`src/rtl/sfpa_pkg.sv`:
```
`default_nettype none
package sfpa_pkg;

   // opcodes
   localparam logic [3:0] OP_ADD = 4'd0;
   localparam logic [3:0] OP_SUB = 4'd1;
   localparam logic [3:0] OP_MUL = 4'd2;
   localparam logic [3:0] OP_DIV = 4'd3;
   localparam logic [3:0] OP_INC = 4'd4;
   localparam logic [3:0] OP_DEC = 4'd5;
   localparam logic [3:0] OP_MIN = 4'd6;
   localparam logic [3:0] OP_MAX = 4'd7;
   localparam logic [3:0] OP_I2F = 4'd8;
   localparam logic [3:0] OP_F2I = 4'd9;

   localparam logic signed [31:0] WORD_MAX = 32'sh7fff_ffff;
   localparam logic signed [31:0] WORD_MIN = 32'sh8000_0000;

   // one queued operation, classified by the front end
   typedef struct packed {
      logic [3:0]         opcode;
      logic signed [31:0] a;
      logic signed [31:0] b;
      logic               is_div;
   } entry_type;

   // per-stage control and non-divide result carried beside the divider
   typedef struct packed {
      logic        valid;
      logic        is_div;
      logic        neg;
      logic        dz;
      logic [31:0] res;
      logic        sat;
      logic        eq;
      logic        lt;
      logic        gt;
   } tag_type;

endpackage
`default_nettype wire

```
`src/rtl/sfpa_front.sv`:
```
`default_nettype none
module sfpa_front (
   input  wire                 clock,
   input  wire                 reset,
   input  wire                 start,
   output logic                busy,
   input  wire  [3:0]          req_opcode,
   input  wire  signed [31:0]  req_operand_a,
   input  wire  signed [31:0]  req_operand_b,
   output logic                pop_valid,
   output sfpa_pkg::entry_type pop_entry
);

   sfpa_pkg::entry_type queue_ff [2];
   logic       wr_ptr_ff, wr_ptr_in;
   logic       rd_ptr_ff, rd_ptr_in;
   logic [1:0] count_ff, count_in;
   logic       push;
   sfpa_pkg::entry_type push_entry;

   // classify the incoming transfer
   always_comb begin
      push_entry.opcode = req_opcode;
      push_entry.a      = req_operand_a;
      push_entry.b      = req_operand_b;
      push_entry.is_div = (req_opcode == sfpa_pkg::OP_DIV);
   end

   assign busy      = (count_ff == 2'd2);
   assign push      = start && !busy;
   assign pop_valid = (count_ff != 2'd0);
   assign pop_entry = queue_ff[rd_ptr_ff];

   // pointers and fill count; the back end drains every cycle
   always_comb begin
      wr_ptr_in = push ? ~wr_ptr_ff : wr_ptr_ff;
      rd_ptr_in = pop_valid ? ~rd_ptr_ff : rd_ptr_ff;
      count_in  = count_ff + {1'b0, push} - {1'b0, pop_valid};
   end

   always_ff @(posedge clock) begin
      if (reset) begin
         wr_ptr_ff <= 1'b0;
         rd_ptr_ff <= 1'b0;
         count_ff  <= 2'd0;
      end else begin
         wr_ptr_ff <= wr_ptr_in;
         rd_ptr_ff <= rd_ptr_in;
         count_ff  <= count_in;
      end
   end

   always_ff @(posedge clock) begin
      if (push) begin
         queue_ff[wr_ptr_ff] <= push_entry;
      end
   end

endmodule
`default_nettype wire

```
`config.mk`:
```
export PLATFORM = sky130hd
export DESIGN_NAME = sfpa_front
export DESIGN_NICKNAME = d
export VERILOG_FILES = /design/src/rtl/sfpa_pkg.sv /design/src/rtl/sfpa_front.sv
export SDC_FILE = /design/constraint.sdc
export NUM_CORES = 1
export LEC_CHECK = 0
export BUFFER_PORTS_ARGS = -buffer_cell sky130_fd_sc_hd__buf_2
export CORE_MARGIN = 5
export CORE_UTILIZATION = 47
export CTS_CLUSTER_SIZE = 16
export DETAILED_ROUTE_END_ITERATION = 12
export GPL_TIMING_DRIVEN = 0
export PLACE_DENSITY_LB_ADDON = 0.08
export SETUP_SLACK_MARGIN = 0.05
export SLEW_MARGIN = 40
export SYNTH_ARGS = -nofsm -noshare
export SYNTH_HDL_FRONTEND = slang
export SYNTH_SLANG_ARGS = --single-unit
```
`constraint.sdc`:
```
create_clock -name clock -period 3.8 [get_ports clock]
set_input_delay 0.19 -clock clock [delete_from_list [all_inputs] [get_ports clock]]
set_output_delay 0.19 -clock clock [all_outputs]
set_load 0.05 [all_outputs]
```
==> results.ini, run 1 <==
[synth]
ys_seq_elements=143
yosys_warnings=0
synth_area_per_cell_sq_um=22.0
syn-num-nets=308
synth_cells=237
yosysSeqAreaShare=0.815
syn_area_sq_um=5210
ys_types=19

[layout]
finalNetCount=541
multiInputGateArea_sq_um=895
areaGrowthSynthToFinish_pct=42.7
num_antenna_cells=0
utilization=0.685
drive_above_1_share=0.534
fill_cells=780
regArea_sq_um=4240

[power_and_ir_drop]
ir_worst_vdd_mv=0.336
leakage_nw=2.86
p_per_area_nw_per_um2=541

[route]
wl_per_cell_um=16.0
firstDrtPassIters=4
via_per_inst=4.69
drc=0
wirelength_mm=9.95
drtIter0Drc=123
drtAntennaViolNets=0
vias=2919

[die]
start_util=0.480
die_x_um=115
core-area_sq_um=10800
die-area_sq_um=13300
ios=142
num_rows=38
die_y_um=115

[global_routing]
grt_pass1_wl_mm=15.6
grt_pass1_vias=3222
gr-usage-all-layers=0.158
antenna_found_initial=0
grt_max_degree=39
grt_overflow=0

[hold_path]
min_from=req_operand_b[10]
hold_path_end=queue_ff[0][11]
whs_path_depth=2
hold_path.class=primary input to flop

[timing]
maxSlewViolCount=0
finalCritPeriodShare=0.529
slew-limit-headroom=0.743
finalHoldViolCount=0
rsz0062_at_grt=false
clock_skew_ps=4.83
setup_tns_ps=0
worst_pin_slew_ps=386
finalSetupViolCount=0
post-route-min-period_ps=2010
fmax_mhz=497

[setup_path]
r2r-start=count_ff[0]
critical_path_arrival_ps=1820
rr_worst_depth=5
ff2ff_setup_slack_ps=1960
path_class=flop to output port
timing.rr.end=queue_ff[0][30]
crit_path_max_fanout=10
cp-end-kind=output port
cp.required_ps=3610
critPathLaunchType=flop

[placement]
routabilityCongestion=0.677
port_buffers=141
dp_hpwl_mm=6.29

[cts]
clockBufferDepth=2
cts_tree=built
numCtsBuffers=17
cts_sinks=143
clock_latency_ps=510
root_buffer=clkbuf_8
htree_levels=4
clkTransAtPathRegs_ps=60

[run_status]
status=finished, final reports clean

[job]
drv_cap=0

[cell type report]
class,instances,share of cell area
multi-input combinational,83,0.120
inverter,3,0.00219
clock inverter,14,0.0194
tap,140,0.0236
buffer,8,0.00842
sequential,143,0.571
timing repair buffer,214,0.197
clock buffer,18,0.0576
[power breakdown]
| group | internal (mW) | total [mW] | switching (mW) |
|---|---|---|---|
| clock network | 0.947 | 1.56 | 0.609 |
| registers | 1.82 | 1.84 | 0.0168 |
| logic | 0.218 | 0.630 | 0.412 |
[registers in the layout, summed over array words and instances (netlist names), named ones only]
name       flops
count_ff       2
rd_ptr_ff      1
queue_ff     138
wr_ptr_ff      1
[per-layer routing]
layer	GRT usage	vias to the layer above	wire, um
li1	-	1401	-
met1	0.173	1414	3920
met2	0.274	96	5180
met3	0.0642	8	769
met4	0.0634	0	82
met5	0	-	0
[metrics by stage]
step           setup slack, ps  total power, mW  instances  hold slack, ps  instance area [sq um]
2_1_floorplan             1110             2.29        237             259                   5210
3_3_place_gp               271             2.44        518             377                   6090
3_5_place_dp              1920             2.45        521             381                   6160
4_1_cts                   1740             4.07        623             364                   7430
5_1_grt                   1690             4.17        623             371                   7430
6_report                  1790             4.02        623             403                   7430
[worst max path at each step]
stage	startpoint	endpoint	cells after the start
floorplan	count_ff[0]	queue_ff[0][0]	4
global placement	count_ff[0]	queue_ff[1][64]	2
detailed placement	count_ff[0]	queue_ff[0][64]	5
CTS	flop	pop_entry[18]	4
global route	flop	pop_entry[18]	4
finish	flop	pop_entry[18]	4
[layout by cell type (no fill, tap or decap)]
cell type,n
inv_1,1
clkinv_2,4
bufinv_16,2
mux2_4,10
clkbuf_8,2
mux2_2,59
clkinv_4,3
clkinvlp_4,5
and3_4,1
inv_2,1
clkbuf_16,16
a21oi_1,2
dlygate4sd3_1,70
buf_2,146
dfxtp_1,5
nor2_1,3
inv_6,1
or3_1,1
nand2_1,2
buf_8,1
buf_6,2
nor3_1,1
or2_2,1
xnor2_1,1
buf_12,3
o21ai_0,1
edfxtp_1,138
nand2b_2,1
[cell usage after synthesis]
master      n  share of area
mux2_4     10          0.029
dfxtp_1     5          0.019
inv_2       1        0.00072
nor2_1      3         0.0022
buf_8       1         0.0029
o21ai_0     1        0.00096
buf_6       2         0.0043
nor3_1      1        0.00096
nand2b_2    1         0.0017
and3_1      1         0.0012
buf_2       5         0.0048
or3_1       1         0.0012
mux2_2     59           0.13
edfxtp_1  138           0.80
nand2_1     2         0.0014
inv_1       2         0.0014
a21oi_1     2         0.0019
or2_2       1         0.0012
xnor2_1     1         0.0017
[what timing repair did]
action | in CTS | in global routing
hold buffers | 70 | 0
setup buffers | 0 | 0
endpoints found under the hold margin | 143 | 0
gates resized for setup | 0 | 0
[worst max-delay path: stages (launching register included)]
cell     delay (ps)
dfxtp_1         330
buf_6           130
buf_2           260
mux2_2          370
buf_2           220
[logic make-up (layout without fill, tap and decap cells)]
logic type	count (synthesis)	in the layout	synth area share
AOI/OAI and AO/OA	3	3	0.00288
xor gates and xnor gates	1	1	0.00168
buffers and inverters	11	257	0.0142
DFF	143	143	0.815
muxes	69	69	0.156
and+or+nand+nor	10	10	0.00985
Note: power is estimated with default switching activity, not from simulation.
==> run 2, diff against run 1 <==
==> constraint.sdc (replaced) <==
create_clock -name clock -period 1.8 [get_ports clock]
set_input_delay 0.09 -clock clock [delete_from_list [all_inputs] [get_ports clock]]
set_output_delay 0.09 -clock clock [all_outputs]
set_load 0.05 [all_outputs]
==> run 2 against run 1 <==
Against the previous run: the run now ends with negative setup slack left; largest power group unchanged; total power up 120%; clock-buffer cell count down 1; worst hold slack worse by 120 ps; register-to-register slack worse by 1800 ps; global-route usage up 0.81 points; final cell count up 1.8%; sequential share of layout area down 4.8 points; final area up 9.2%; critical endpoint is now pop_entry[58]; sequential cell count unchanged; die area unchanged.
==> results.ini, run 2 (same netlist as run 1, synthesis figures left out) <==
[route]
via_per_inst=4.76  ; was 4.69
wl_per_cell_um=17.4  ; was 16.0 um
vias=3019  ; was 2919
firstDrtPassIters=4  ; unchanged
wirelength_mm=11.0  ; was 9.95 mm
drtIter0Drc=131  ; was 123
drtAntennaViolNets=0  ; unchanged
drc=0  ; unchanged

[die]
ios=142  ; unchanged
start_util=0.480  ; unchanged
die_y_um=115  ; unchanged
num_rows=38  ; unchanged
core-area_sq_um=10800  ; unchanged
die_x_um=115  ; unchanged
die-area_sq_um=13300  ; unchanged

[cts]
clockBufferDepth=2  ; unchanged
root_buffer=clkbuf_8  ; unchanged
htree_levels=4  ; unchanged
clock_latency_ps=510  ; about the same
cts_sinks=143  ; unchanged
numCtsBuffers=17  ; unchanged
cts_tree=built  ; unchanged
clkTransAtPathRegs_ps=60  ; about the same

[timing]
finalSetupViolCount=10  ; was 0
maxSlewViolCount=0  ; unchanged
finalCritPeriodShare=1.01
rsz0062_at_grt=true  ; was false
worst_pin_slew_ps=497  ; was 386 ps
fmax_mhz=548
setup_slack_ps=-25.7  ; was 1790 ps
finalHoldViolCount=0  ; unchanged
slew-limit-headroom=0.668  ; was 0.743
holdWs_ps=285  ; was 403 ps
clock_skew_ps=5.69  ; was 4.83 ps
post-route-min-period_ps=1830

[hold_path]
min_from=req_operand_a[21]  ; was req_operand_b[10]
hold_path_end=queue_ff[0][54]  ; was queue_ff[0][11]
whs_path_depth=2  ; unchanged
hold_path.class=primary input to flop  ; unchanged

[global_routing]
grt_pass1_wl_mm=16.5  ; was 15.6 mm
gr-usage-all-layers=0.166  ; was 0.158
antenna_found_initial=0  ; unchanged
grt_overflow=0  ; unchanged
grt_pass1_vias=3402  ; was 3222
grt_max_degree=36  ; was 39

[power_and_ir_drop]
swShare=0.255  ; was 0.258
p_comb_frac=0.186  ; was 0.157
p_total_mw=8.95  ; was 4.02 mW
leakage_nw=3.15  ; was 2.86 nW
ir_worst_vdd_mv=0.697  ; was 0.336 mV
clockPowerShare=0.380  ; was 0.387
power_report.internal_total_mw=6.67  ; was 2.98 mW
switchingPower_mw=2.28  ; was 1.04 mW
p_seq_frac=0.434  ; was 0.457
p_per_area_nw_per_um2=1100  ; was 541 nW/um^2

[run_status]
failed_checks=negative setup slack
status=complete, but fails checks  ; was finished, final reports clean

[job]
drv_cap=0  ; unchanged

[setup_path]
rr_worst_depth=6  ; was 5
r2r-start=count_ff[0]  ; unchanged
critical_path_arrival_ps=1740  ; was 1820 ps
cp.required_ps=1710  ; was 3610 ps
crit_path_max_fanout=7  ; was 10
ff2ff_setup_slack_ps=120  ; was 1960 ps
cp-end-kind=output port  ; unchanged
crit_path_cell_trace=buf_12 > buf_12 > clkbuf_16 > mux2_4 > buf_6  ; was buf_6 > buf_2 > mux2_2 > buf_2
path_class=flop to output port  ; unchanged
crit_top_cell=buf_12  ; was buf_2
cp_slowest_stage_delay_ps=340  ; was 370 ps
critPathLaunchType=flop  ; unchanged
slowest_stage=dfxtp_2  ; was mux2_2
timing.rr.end=queue_ff[0][59]  ; was queue_ff[0][30]

[placement]
dp_hpwl_mm=6.36  ; was 6.29 mm
dp_cells=522  ; was 521
routabilityCongestion=0.706  ; was 0.677
pre_cts_slack_ps=-7.52  ; was 1920 ps
port_buffers=141  ; unchanged

[layout]
drive_above_1_share=0.543  ; was 0.534
largest_register_ffs=138  ; unchanged
finalNetCount=552  ; was 541
fill_cells=642  ; was 780
areaGrowthSynthToFinish_pct=55.9  ; was 42.7%
finalNonFillerCells=634  ; was 623
layout_commonest_cell=edfxtp_1  ; was buf_2
top_register=queue_ff  ; unchanged
utilization=0.749  ; was 0.685
largest_registers=queue_ff (138), count_ff (2)  ; unchanged
final_cell_mix=138 x edfxtp_1, 72 x buf_2, 71 x dlygate4sd3_1, 44 x mux2_2, 44 x buf_4  ; was 146 x buf_2, 138 x edfxtp_1, 70 x dlygate4sd3_1, 59 x mux2_2, 16 x clkbuf_16
num_antenna_cells=0  ; unchanged

## run 2: cell count changes in the layout (fill, tap and decap cells not counted), moves of 2 or more
| cell | delta |
|---|---|
| buf_2 | -74 |
| mux2_2 | -15 |
| buf_8 | +22 |
| clkbuf_16 | +2 |
| buf_12 | +3 |
| mux2_4 | +15 |
| clkinv_4 | -2 |
| clkinv_1 | +2 |
| buf_4 | +44 |
| buf_16 | +3 |
| buf_6 | +9 |
## run 2: metal layers
| layer | vias up | routed length [um] | track usage |
|---|---|---|---|
| li1 | 1429 | - | - |
| met1 | 1483 | 4370 | 0.186 |
| met2 | 94 | 5730 | 0.287 |
| met3 | 13 | 727 | 0.0579 |
| met4 | 0 | 178 | 0.0751 |
| met5 | - | 0 | 0 |
## run 2: final cells by class
type	instances	area [sq um]	area share
tap	140	175	0.0216
multi-input combinational	84	968	0.119
inverter	3	22.5	0.00277
clock buffer	17	414	0.0510
sequential	143	4250	0.523
clock inverter	15	169	0.0208
buffer	8	131	0.0162
timing repair buffer	224	1990	0.245
## run 2: timing repair
item	CTS	global route
pin swaps	0	1
setup endpoints to repair	90	106
buffers inserted	4	1
gates cloned	1	3
hold buffers	71	0
gates resized for setup	107	76
hold endpoints to repair	143	0
## run 2: per-stage QoR
step,instance area [sq um],TNS [ps]
CTS,7920,-3140
detailed placement,6210,-131
global route,8120,-3140
finish,8120,-138
global placement,6110,-99580
floorplan,5230,-20910
## run 2: worst max-delay path by stage
stage,end,slack (ps)
3_3_place_gp,queue_ff[0][64],-900
6_report,pop_entry[58],-30
2_1_floorplan,queue_ff[0][0],-270
3_5_place_dp,queue_ff[0][66],-8
5_1_grt,pop_entry[65],-90
4_1_cts,pop_entry[42],-90
## run 2: worst max-delay path: cells and delay by family, from the launching register on
family,cells,cell delay (ps)
flops,1,340
buf+inv,4,570
mux,1,300
## run 2: power by group through the flow
stage / combinational (mW) / sequential (mW) / clock (mW)
after floorplan: 0.896 / 3.94 / 0
after global routing: 1.74 / 3.90 / 3.63
after global placement: 1.20 / 3.95 / 0
after CTS: 1.58 / 3.88 / 3.47
after detailed placement: 1.24 / 3.95 / 0
final: 1.66 / 3.88 / 3.41
==> run 3, diff against run 2 <==
--- a/config.mk
+++ b/config.mk
@@ -8,8 +8,10 @@
 export BUFFER_PORTS_ARGS = -buffer_cell sky130_fd_sc_hd__buf_2
 export CORE_MARGIN = 5
 export CORE_UTILIZATION = 47
+export CTS_BUF_LIST = sky130_fd_sc_hd__clkbuf_2 sky130_fd_sc_hd__clkbuf_4 sky130_fd_sc_hd__clkbuf_8
 export CTS_CLUSTER_SIZE = 16
 export DETAILED_ROUTE_END_ITERATION = 12
+export GPL_ROUTABILITY_DRIVEN = 0
 export GPL_TIMING_DRIVEN = 0
 export PLACE_DENSITY_LB_ADDON = 0.08
 export SETUP_SLACK_MARGIN = 0.05
==> constraint.sdc (replaced) <==
create_clock -name clock -period 2.1 [get_ports clock]
set_input_delay 0.105 -clock clock [delete_from_list [all_inputs] [get_ports clock]]
set_output_delay 0.105 -clock clock [all_outputs]
set_load 0.05 [all_outputs]
==> run 3 against run 2 <==
Against the previous run: the run now ends clean; critical endpoint is now pop_entry[60]; largest power group unchanged; die area unchanged; total power decreased by 26%; clock-buffer cell count stayed put; highest routed layer unchanged.
==> results.ini, run 3 (same netlist as run 1, synthesis figures left out) <==
[setup_path]
cp_slowest_stage_delay_ps=330  ; was 340 ps
rr_worst_depth=6  ; unchanged
critPathLaunchType=flop  ; unchanged
cp-end-kind=output port  ; unchanged
crit_path_max_fanout=10  ; was 7
cp-endpoint=pop_entry[60]  ; was pop_entry[58]
crit_top_cell=buf_6  ; was buf_12
crit_path_cell_trace=buf_6 > buf_6 > buf_8 > mux2_4 > buf_2  ; was buf_12 > buf_12 > clkbuf_16 > mux2_4 > buf_6
path_class=flop to output port  ; unchanged
slowest_stage=dfxtp_1  ; was dfxtp_2
r2r-start=count_ff[0]  ; unchanged
critical_path_arrival_ps=1760  ; was 1740 ps
cp.required_ps=2000  ; was 1710 ps
timing.rr.end=queue_ff[0][21]  ; was queue_ff[0][59]
ff2ff_setup_slack_ps=280  ; was 120 ps

[placement]
place_area_sq_um=6210  ; unchanged
pre_cts_slack_ps=292  ; was -7.52 ps
port_buffers=141  ; unchanged
dp_hpwl_mm=6.36  ; unchanged

[global_routing]
grt_max_degree=36  ; unchanged
grt.busiest_layer=met2  ; unchanged
use_met3=0.0668  ; was 0.0579
gr-usage-all-layers=0.158  ; was 0.166
antenna_found_initial=0  ; unchanged
grt_pass1_vias=3272  ; was 3402
grt_util_met1=0.179  ; was 0.186
use_met2=0.264  ; was 0.287
grt_overflow=0  ; unchanged
grt_pass1_wl_mm=15.7  ; was 16.5 mm

[layout]
final_cell_mix=146 x buf_2, 138 x edfxtp_1, 70 x dlygate4sd3_1, 59 x mux2_2, 17 x clkbuf_8  ; was 138 x edfxtp_1, 72 x buf_2, 71 x dlygate4sd3_1, 44 x mux2_2, 44 x buf_4
areaGrowthSynthToFinish_pct=40.4  ; was 55.9%
stdcell_area_sq_um=7310  ; was 8120 sq um
fill_cells=754  ; was 642
largest_register_ffs=138  ; unchanged
utilization=0.675  ; was 0.749
num_antenna_cells=0  ; unchanged
layout_commonest_cell=buf_2  ; was edfxtp_1
largest_registers=queue_ff (138), count_ff (2)  ; unchanged
top_register=queue_ff  ; unchanged
finalNetCount=542  ; was 552
drive_above_1_share=0.533  ; was 0.543

[cts]
numCtsBuffers=17  ; unchanged
root_buffer=clkbuf_8  ; unchanged
htree_levels=4  ; unchanged
cts_resized=0  ; was 107
clockBufferDepth=2  ; unchanged
cts_setup_buffers=0  ; was 4
clock_latency_ps=440  ; was 510 ps
cts_tree=built  ; unchanged
postCtsHoldBufs=70  ; was 71
clkTransAtPathRegs_ps=80  ; was 60 ps
cts_sinks=143  ; unchanged

[timing]
finalSetupViolCount=0  ; was 10
post-route-min-period_ps=1870
fmax_mhz=535
slew-limit-headroom=0.651  ; was 0.668
clock_skew_ps=6.81  ; was 5.69 ps
rsz0062_at_grt=false  ; was true
finalCritPeriodShare=0.890
setup_tns_ps=0  ; was -138 ps
maxSlewViolCount=0  ; unchanged
finalHoldViolCount=0  ; unchanged
worst_pin_slew_ps=523  ; was 497 ps
setup_slack_ps=231  ; was -25.7 ps

[route]
drtIter0Drc=121  ; was 131
wl_per_cell_um=15.9  ; was 17.4 um
drc=0  ; unchanged
wirelength_mm=9.91  ; was 11.0 mm
firstDrtPassIters=4  ; unchanged
via_per_inst=4.66  ; was 4.76
drtAntennaViolNets=0  ; unchanged
vias=2908  ; was 3019

[die]
num_rows=38  ; unchanged
die-area_sq_um=13300  ; unchanged
die_y_um=115  ; unchanged
core-area_sq_um=10800  ; unchanged
start_util=0.480  ; unchanged
die_x_um=115  ; unchanged
ios=142  ; unchanged

[job]
drv_cap=0  ; unchanged

[hold_path]
min_from=start  ; was req_operand_a[21]
hold_path.class=primary input to flop  ; unchanged
whs_path_depth=4  ; was 2

[run_status]
status=finished, final reports clean  ; was complete, but fails checks

[power_and_ir_drop]
leakage_nw=2.80  ; was 3.15 nW
p_per_area_nw_per_um2=912  ; was 1100 nW/um^2
ir_worst_vdd_mv=0.509  ; was 0.697 mV

[run 3: cell count changes in the layout (fill, tap and decap cells not counted), moves of 15 or more]
cell and delta:
buf_4 -44, buf_8 -22, clkbuf_8 +16, buf_2 +74, mux2_4 -15, clkbuf_16 -18, mux2_2 +15
[run 3: worst min path at each step]
stage | to | slack [ps]
2_1_floorplan | count_ff[0] | 170
3_3_place_gp | queue_ff[1][58] | 290
3_5_place_dp | queue_ff[1][35] | 300
4_1_cts | wr_ptr_ff | 40
5_1_grt | wr_ptr_ff | 90
6_report | wr_ptr_ff | 70
[run 3: layout make-up]
class                   count  area, sq um  share of cell area
clock inverters            15          169              0.0231
plain buffers               8         62.6             0.00855
clock buffers              17          234              0.0320
well taps                 140          175              0.0240
repair buffers            215         1500               0.205
inverters                   3         22.5             0.00308
flip-flops and latches    143         4240               0.580
multi-input cells          83          905               0.124
[run 3: worst max-delay path: cells and delay by family (launching register included)]
family | cells | cell delay [ps]
buffers and inverters | 4 | 670
DFF | 1 | 330
muxes | 1 | 320
[run 3: power breakdown]
group	total (mW)	switching (mW)	internal (mW)	leakage, nW
clock	2.19	1.03	1.17	0.193
sequential	3.32	0.0300	3.29	1.34
combinational	1.16	0.750	0.407	1.27
[run 3: metal layers]
metal  vias up  routed length, um
li1       1402                  -
met1      1399               3960
met2        97               5000
met3        10                831
met4         0                124
met5         -                  0
[run 3: per-stage QoR]
step | hold slack [ps] | cells | total power [mW]
floorplan | 174 | 237 | 4.14
detailed placement | 296 | 522 | 4.45
global placement | 292 | 518 | 4.41
CTS | 43.5 | 624 | 6.74
finish | 73.3 | 624 | 6.67
global route | 87.8 | 624 | 6.94
